`src/sv/button_debounce_press_classifier_core_macros.svh`:
```
// Assertion macros shared by the button debounce press classifier RTL.
`ifndef BUTTON_DEBOUNCE_PRESS_CLASSIFIER_CORE_MACROS_SVH
`define BUTTON_DEBOUNCE_PRESS_CLASSIFIER_CORE_MACROS_SVH

// Same-cycle implication, disabled while reset is high.
`define BDPC_ASSERT_NOW(label, clk, rst, ante, cons, msg) \
   label: assert property (@(posedge clk) disable iff (rst) (ante) |-> (cons)) \
      else $error(msg);

// Next-cycle implication, disabled while reset is high.
`define BDPC_ASSERT_NEXT(label, clk, rst, ante, cons, msg) \
   label: assert property (@(posedge clk) disable iff (rst) (ante) |=> (cons)) \
      else $error(msg);

`endif

```
`src/sv/bdpc_pkg.sv`:
```
// Types and constants of the button debounce press classifier.
package bdpc_pkg;

   localparam int TIME_W  = 32;
   localparam int DUR_W   = 16;
   localparam int EVT_W   = 2;
   localparam int ADDR_W  = 4;
   localparam int DATA_W  = 32;

   typedef logic [TIME_W-1:0] time_ms_type;
   typedef logic [DUR_W-1:0]  dur_ms_type;

   typedef enum logic [EVT_W-1:0] {
      EVT_NONE  = 2'd0,
      EVT_SHORT = 2'd1,
      EVT_LONG  = 2'd2
   } press_event_type;

   typedef enum logic [1:0] {
      REG_ACTIVE_LEVEL    = 2'd0,
      REG_DEBOUNCE_TIME   = 2'd1,
      REG_LONG_PRESS_TIME = 2'd2
   } reg_index_type;

   localparam dur_ms_type DEBOUNCE_RESET   = 16'd50;
   localparam dur_ms_type LONG_PRESS_RESET = 16'd1000;

endpackage

```
`src/sv/bdpc_req_if.sv`:
```
// Poll channel: one word is a raw pin sample with its millisecond timestamp.
interface bdpc_req_if;
   import bdpc_pkg::*;

   logic        valid;
   logic        ready;
   logic        raw_level;
   time_ms_type now_ms;

   modport source (output valid, output raw_level, output now_ms, input ready);
   modport sink (input valid, input raw_level, input now_ms, output ready);
endinterface

```
`src/sv/bdpc_rsp_if.sv`:
```
// Result channel: one word is the press event reported for one poll.
interface bdpc_rsp_if;
   import bdpc_pkg::*;

   logic             valid;
   logic             ready;
   logic [EVT_W-1:0] press_event;

   modport source (output valid, output press_event, input ready);
   modport sink (input valid, input press_event, output ready);
endinterface

```
`src/sv/button_debounce_press_classifier_core.sv`:
```
// Top level of the button debounce and short/long press classifier.
//
//   Channel  Direction  Handshake           Word
//   req_bus  in         valid/ready         raw_level, now_ms
//   rsp_bus  out        valid/ready         press_event
//   csr_*    in         APB write/read      active_level, debounce_time, long_press_time
//
// An accepted poll's result word appears in the output register in the next cycle.
// One poll can be accepted every clock while no result word is stalled; the state update is a single pass of two 32-bit
// subtractions and compares between the poll and the result register.
// A stalled result holds the output register and stops new polls until it is taken.
// Reset is synchronous and restores the register defaults and the uninitialized state.
`include "button_debounce_press_classifier_core_macros.svh"

module button_debounce_press_classifier_core (
   input  logic                           clock,
   input  logic                           reset,
   bdpc_req_if.sink                       req_bus,
   bdpc_rsp_if.source                     rsp_bus,
   input  logic                           csr_psel,
   input  logic                           csr_penable,
   input  logic                           csr_pwrite,
   input  logic [bdpc_pkg::ADDR_W-1:0]    csr_paddr,
   input  logic [bdpc_pkg::DATA_W-1:0]    csr_pwdata,
   output logic [bdpc_pkg::DATA_W-1:0]    csr_prdata,
   output logic                           csr_pready
);
   import bdpc_pkg::*;

   logic            active_level_ff;
   dur_ms_type      debounce_ff;
   dur_ms_type      long_press_ff;

   logic            started_ff;
   logic            last_raw_ff;
   logic            stable_ff;
   time_ms_type     change_time_ff;
   time_ms_type     press_start_ff;

   logic            started_in;
   logic            last_raw_in;
   logic            stable_in;
   time_ms_type     change_time_in;
   time_ms_type     press_start_in;

   logic            rsp_valid_ff;
   press_event_type rsp_event_ff;
   press_event_type event_in;

   logic            req_accept;
   logic            csr_write;
   reg_index_type   csr_index;
   logic            raw_changed;
   time_ms_type     held_ms;
   time_ms_type     press_ms;
   logic            debounce_done;
   logic            is_long;

   assign csr_pready = 1'b1;
   assign csr_write  = csr_psel && csr_penable && csr_pwrite;
   assign csr_index  = reg_index_type'(csr_paddr[ADDR_W-1:2]);

   always_ff @(posedge clock) begin
      if (reset) begin
         active_level_ff <= 1'b0;
         debounce_ff     <= DEBOUNCE_RESET;
         long_press_ff   <= LONG_PRESS_RESET;
      end else if (csr_write) begin
         unique case (csr_index)
            REG_ACTIVE_LEVEL:    active_level_ff <= csr_pwdata[0];
            REG_DEBOUNCE_TIME:   debounce_ff     <= csr_pwdata[DUR_W-1:0];
            REG_LONG_PRESS_TIME: long_press_ff   <= csr_pwdata[DUR_W-1:0];
            default: begin
            end
         endcase
      end
   end

   always_comb begin
      unique case (csr_index)
         REG_ACTIVE_LEVEL:    csr_prdata = {{(DATA_W-1){1'b0}}, active_level_ff};
         REG_DEBOUNCE_TIME:   csr_prdata = {{(DATA_W-DUR_W){1'b0}}, debounce_ff};
         REG_LONG_PRESS_TIME: csr_prdata = {{(DATA_W-DUR_W){1'b0}}, long_press_ff};
         default:             csr_prdata = '0;
      endcase
   end

   assign req_bus.ready = !rsp_valid_ff || rsp_bus.ready;
   assign req_accept    = req_bus.valid && req_bus.ready;

   assign raw_changed   = req_bus.raw_level != last_raw_ff;
   assign held_ms       = raw_changed ? '0 : (req_bus.now_ms - change_time_ff);
   assign press_ms      = req_bus.now_ms - press_start_ff;
   assign debounce_done = held_ms >= {{(TIME_W-DUR_W){1'b0}}, debounce_ff};
   assign is_long       = press_ms >= {{(TIME_W-DUR_W){1'b0}}, long_press_ff};

   always_comb begin
      started_in     = started_ff;
      last_raw_in    = last_raw_ff;
      stable_in      = stable_ff;
      change_time_in = change_time_ff;
      press_start_in = press_start_ff;
      event_in       = EVT_NONE;
      if (!started_ff) begin
         started_in     = 1'b1;
         last_raw_in    = req_bus.raw_level;
         stable_in      = req_bus.raw_level;
         change_time_in = req_bus.now_ms;
         press_start_in = req_bus.now_ms;
      end else begin
         if (raw_changed) begin
            last_raw_in    = req_bus.raw_level;
            change_time_in = req_bus.now_ms;
         end
         if (debounce_done && (req_bus.raw_level != stable_ff)) begin
            stable_in = req_bus.raw_level;
            if (req_bus.raw_level == active_level_ff) begin
               press_start_in = req_bus.now_ms;
            end else if (is_long) begin
               event_in = EVT_LONG;
            end else begin
               event_in = EVT_SHORT;
            end
         end
      end
   end

   always_ff @(posedge clock) begin
      if (reset) begin
         started_ff     <= 1'b0;
         last_raw_ff    <= 1'b0;
         stable_ff      <= 1'b0;
         change_time_ff <= '0;
         press_start_ff <= '0;
      end else if (req_accept) begin
         started_ff     <= started_in;
         last_raw_ff    <= last_raw_in;
         stable_ff      <= stable_in;
         change_time_ff <= change_time_in;
         press_start_ff <= press_start_in;
      end
   end

   always_ff @(posedge clock) begin
      if (reset) begin
         rsp_valid_ff <= 1'b0;
      end else if (req_accept) begin
         rsp_valid_ff <= 1'b1;
      end else if (rsp_bus.ready) begin
         rsp_valid_ff <= 1'b0;
      end
   end

   always_ff @(posedge clock) begin
      if (req_accept) begin
         rsp_event_ff <= event_in;
      end
   end

   assign rsp_bus.valid       = rsp_valid_ff;
   assign rsp_bus.press_event = rsp_event_ff;

   `BDPC_ASSERT_NOW(a_stall_blocks_poll, clock, reset,
      rsp_valid_ff && !rsp_bus.ready, !req_bus.ready,
      "Poll accepted while a result word is stalled.")
   `BDPC_ASSERT_NEXT(a_poll_gives_word, clock, reset,
      req_accept, rsp_valid_ff,
      "Accepted poll did not produce a result word.")
   `BDPC_ASSERT_NEXT(a_first_poll_silent, clock, reset,
      req_accept && !started_ff, rsp_event_ff == EVT_NONE,
      "First poll after reset reported a press.")
   `BDPC_ASSERT_NOW(a_event_after_start, clock, reset,
      rsp_valid_ff && (rsp_event_ff != EVT_NONE), started_ff,
      "Press reported before the state was initialized.")

endmodule
```
`src/flat_wrapper.sv`:
```
// flat-port wrapper written by rule: the top's interface ports become plain ports
module button_debounce_press_classifier_core_flat import bdpc_pkg::*;
  (clock, reset, csr_psel, csr_penable, csr_pwrite, csr_paddr, csr_pwdata, csr_prdata, csr_pready, req_bus_valid, req_bus_raw_level, req_bus_now_ms, req_bus_ready, rsp_bus_valid, rsp_bus_press_event, rsp_bus_ready);
  bdpc_req_if req_bus_i ();
  bdpc_rsp_if rsp_bus_i ();
  input  logic clock;
  input  logic reset;
  input  logic csr_psel;
  input  logic csr_penable;
  input  logic csr_pwrite;
  input  logic [bdpc_pkg::ADDR_W-1:0] csr_paddr;
  input  logic [bdpc_pkg::DATA_W-1:0] csr_pwdata;
  output logic [bdpc_pkg::DATA_W-1:0] csr_prdata;
  output logic csr_pready;
  input wire logic [$bits(req_bus_i.valid)-1:0] req_bus_valid;
  input wire logic [$bits(req_bus_i.raw_level)-1:0] req_bus_raw_level;
  input wire logic [$bits(req_bus_i.now_ms)-1:0] req_bus_now_ms;
  output wire logic [$bits(req_bus_i.ready)-1:0] req_bus_ready;
  output wire logic [$bits(rsp_bus_i.valid)-1:0] rsp_bus_valid;
  output wire logic [$bits(rsp_bus_i.press_event)-1:0] rsp_bus_press_event;
  input wire logic [$bits(rsp_bus_i.ready)-1:0] rsp_bus_ready;
  assign req_bus_i.valid = req_bus_valid;
  assign req_bus_i.raw_level = req_bus_raw_level;
  assign req_bus_i.now_ms = req_bus_now_ms;
  assign req_bus_ready = req_bus_i.ready;
  assign rsp_bus_valid = rsp_bus_i.valid;
  assign rsp_bus_press_event = rsp_bus_i.press_event;
  assign rsp_bus_i.ready = rsp_bus_ready;
  button_debounce_press_classifier_core u_core (.clock(clock), .reset(reset), .req_bus(req_bus_i), .rsp_bus(rsp_bus_i), .csr_psel(csr_psel), .csr_penable(csr_penable), .csr_pwrite(csr_pwrite), .csr_paddr(csr_paddr), .csr_pwdata(csr_pwdata), .csr_prdata(csr_prdata), .csr_pready(csr_pready));
endmodule
```
`config.mk`:
```
export PLATFORM = sky130hd
export DESIGN_NAME = button_debounce_press_classifier_core_flat
export DESIGN_NICKNAME = d
export VERILOG_FILES = /design/src/sv/bdpc_pkg.sv /design/src/sv/bdpc_req_if.sv /design/src/sv/bdpc_rsp_if.sv /design/src/sv/button_debounce_press_classifier_core.sv /design/src/flat_wrapper.sv
export VERILOG_INCLUDE_DIRS = /design/src /design/src/sv
export SDC_FILE = /design/constraint.sdc
export NUM_CORES = 1
export LEC_CHECK = 0
export ABC_AREA = 0
export BUFFER_PORTS_ARGS = -buffer_cell sky130_fd_sc_hd__buf_2
export CAP_MARGIN = 10
export CORE_ASPECT_RATIO = 0.5
export CORE_MARGIN = 10
export CORE_UTILIZATION = 50
export CTS_CLUSTER_DIAMETER = 50
export DETAILED_ROUTE_END_ITERATION = 10
export HOLD_SLACK_MARGIN = 0.15
export PLACE_DENSITY = 0.8
export SYNTH_ARGS = -nofsm -noshare
export SYNTH_HDL_FRONTEND = slang
export SYNTH_SLANG_ARGS = --single-unit
```
`constraint.sdc`:
```
create_clock -name clock -period 8.1 [get_ports clock]
set_clock_uncertainty 0.2 [all_clocks]
set_input_delay 0.405 -clock clock [delete_from_list [all_inputs] [get_ports clock]]
set_output_delay 0.405 -clock clock [all_outputs]
set_load 0.03 [all_outputs]
```
==> flow_summary.ini <==
[global_route]
globalRouteTotalUtil_pct = 21.1
grt_pass1_wl_mm = 42.2
antenna_found_initial = 0
gr-total-overflow = 0
grt_max_degree = 135
grt_pass1_vias = 8283

[routing]
drt_pass1_iterations = 7
drc = 0
first_iter_violations = 724
vias_per_cell = 5.77
num_vias = 8729
routed_wl_mm = 26.0
drt-wirelength-per-cell_um = 17.2
ant_nets = 0

[critical_path]
worstPathRequired_ns = 8.16
startpoint_type = input port
crit_fanout = 20
critPathCaptureType = register
crit_type = input port to register
cp.arrival_ns = 6.01

[timing]
setup_tns_ns = 0
setup_viol = 0
rsz0062_at_grt = false
holdWs_ns = 0.150
worst_pin_slew_ns = 1.17
worst_slack_ns = 2.16
hold_violations = 0
period_share_pct = 73.4
drv_slew = 0
fmax_mhz = 168
maxSlewHeadroom_pct = 21.8
period_minus_slack_ns = 5.94

[clocking]
hold_buffers = 30
postCtsResizedCells = 0
cts-root-buf = clkbuf_16
clock-sinks = 103
cts_setup_buffers = 0
clkTransAtPathRegs_ns = 0.07
clk-insertion-delay-late_ns = 0.35
cts_tree = built
numCtsBuffers = 9
htreeDepth = 3
cts_max_path_buffers = 2

[power]
p_leak_nw = 4.13
internal_power_w = 0.000999
power_frac_seq_pct = 34.0
power_density_nw_per_um2 = 161
p_sw_w = 0.000612
power_frac_clock_pct = 26.8
p_comb_share_pct = 39.2
swShare_pct = 38.0
vdd_drop_max_uv = 115

[synthesis]
syn-instance-count = 1199
synth_top_family_by_area = compound AO/OA/AOI/OAI gates
avgSynthCellArea_um2 = 7.49
ys_seq_area_share_pct = 23.2
synth_compound_area_share_pct = 24.0
async_reset_ff_share_pct = 0
ys.warnings.count = 0
ys_ff_latch = 103
yosys.area_share.xor_xnor_pct = 4.29
netlist_area_um2 = 8980
synth_mux_area_share_pct = 4.23
synthAdderAreaFrac_pct = 13.5
yosys.area_share.simple_pct = 22.3
synth.distinct_cells = 76
synth_ff_type = dfxtp_1
synth_edf_count = 2

[placed_design]
post-place-ws_ns = 2.45
port_buffers = 77
place_congestion = 0.938
hpwl_mm = 19.9

[finish]
seq_area_um2 = 2080
area_growth_pct = 11.7
layout_commonest_cell = nand2_1
multi_input_area_um2 = 6220
antenna_cells = 0
final_cell_mix = nand2_1 (173), a21oi_1 (124), inv_1 (108)
fillers = 1624
fin_nets = 1446
drive_gt1_share_pct = 9.39

[die]
start_util_pct = 51.4
die_h_um = 115
row_count = 34
die_x_um = 210
core_um2 = 17500
die-area_um2 = 24100
io_pins = 113

[min_path]
worstHoldPathType = input port to register

[flow_run]
cap_violations = 0

[run_status]
status = finished, final reports clean
stage by stage:
step	utilization, %	cell area [um^2]	total power, W	cells
finish	57.4	10000	0.00161	1512
global route	57.4	10000	0.00171	1512
CTS	57.4	10000	0.00160	1511
detailed placement	54.1	9450	0.00116	1466
global placement	54.1	9450	0.00114	1466
floorplan	-	9040	0.00102	1214
per-layer routing:
metal | track usage (%) | vias up | share of wire [%]
li1 | - | 4284 | -
met3 | 4.33 | 34 | 7.4
met4 | 5.57 | 0 | 1.7
met1 | 27.5 | 4088 | 46
met2 | 35.2 | 323 | 45
met5 | 0 | - | 0
final timing paths:
kind | cells after the start | slack (ns) | endpoint | from
min reg2reg | 2 | 0.26 | u_core.change_time_ff[10] | u_core.change_time_ff[10]
max | 19 | 2.16 | u_core.press_start_ff[18] | req_bus_now_ms[11]
min | 3 | 0.15 | u_core.change_time_ff[16] | req_bus_now_ms[16]
max reg2reg | 18 | 2.55 | u_core.press_start_ff[18] | u_core.change_time_ff[11]
area by class of cell:
cell class / instances / share of cell area, %
Multi-Input combinational cell: 936 / 62.0
Sequential cell: 103 / 20.7
Timing Repair Buffer: 116 / 7.51
Inverter: 108 / 4.04
Tap cell: 234 / 2.92
Clock buffer: 9 / 2.24
Clock inverter: 6 / 0.524
state kept, by name (all words and copies together) (netlist names):
signal	cells
u_core.last_raw_ff	1
u_core.press_start_ff	32
u_core.rsp_bus.valid	1
u_core.active_level_ff	1
u_core.debounce_ff	16
u_core.rsp_bus.press_event	2
u_core.stable_ff	1
u_core.long_press_ff	16
u_core.started_ff	1
u_core.change_time_ff	32
logic make-up (layout without fill, tap and decap cells):
kind of cell | count (synthesis) | count (layout)
DFF | 103 | 103
other | 2 | 17
xor gates and xnor gates | 44 | 44
muxes | 38 | 38
buffers and inverters | 175 | 239
and+or+nand+nor | 415 | 415
adders and majority gates | 96 | 96
AOI/OAI and AO/OA | 326 | 326
power groups by stage:
stage                     registers, W  logic, W  clock network (W)
final                         0.000548  0.000631           0.000431
after detailed placement      0.000560  0.000602                  0
after global placement        0.000559  0.000583                  0
after CTS                     0.000548  0.000620           0.000434
after floorplan               0.000558  0.000460                  0
after global routing          0.000552  0.000700           0.000461
critical path, stage by stage:
cell and delay, ns:
dlygate4sd3_1 0.53, buf_2 0.16, ha_1 0.45, a21o_1 0.25, a31oi_1 0.36, nand2_1 0.09
o21ai_0 0.45, xor2_1 0.23, nor2_1 0.07, ha_1 0.30, a21o_1 0.16, a21o_1 0.20
or4b_2 0.60, o21bai_1 0.51, nor2_1 0.10, nor2_1 0.19, a31oi_4 0.32, buf_4 0.37
mux2i_1 0.22
cells in the mapped netlist, types with 19 or more instances:
master	n	share of area [%]
a21o_1	27	2.3
ha_1	94	13
nand2b_1	81	5.6
mux2i_1	38	4.2
nand2_1	173	7.2
nand4_1	20	1.4
nor2_1	65	2.7
inv_1	108	4.5
xnor2_1	25	2.4
clkbuf_1	42	1.8
o21ai_0	41	2.3
a21oi_1	124	6.9
dfxtp_1	101	23
xor2_1	19	1.9
Power figures use the tool's default switching activity.
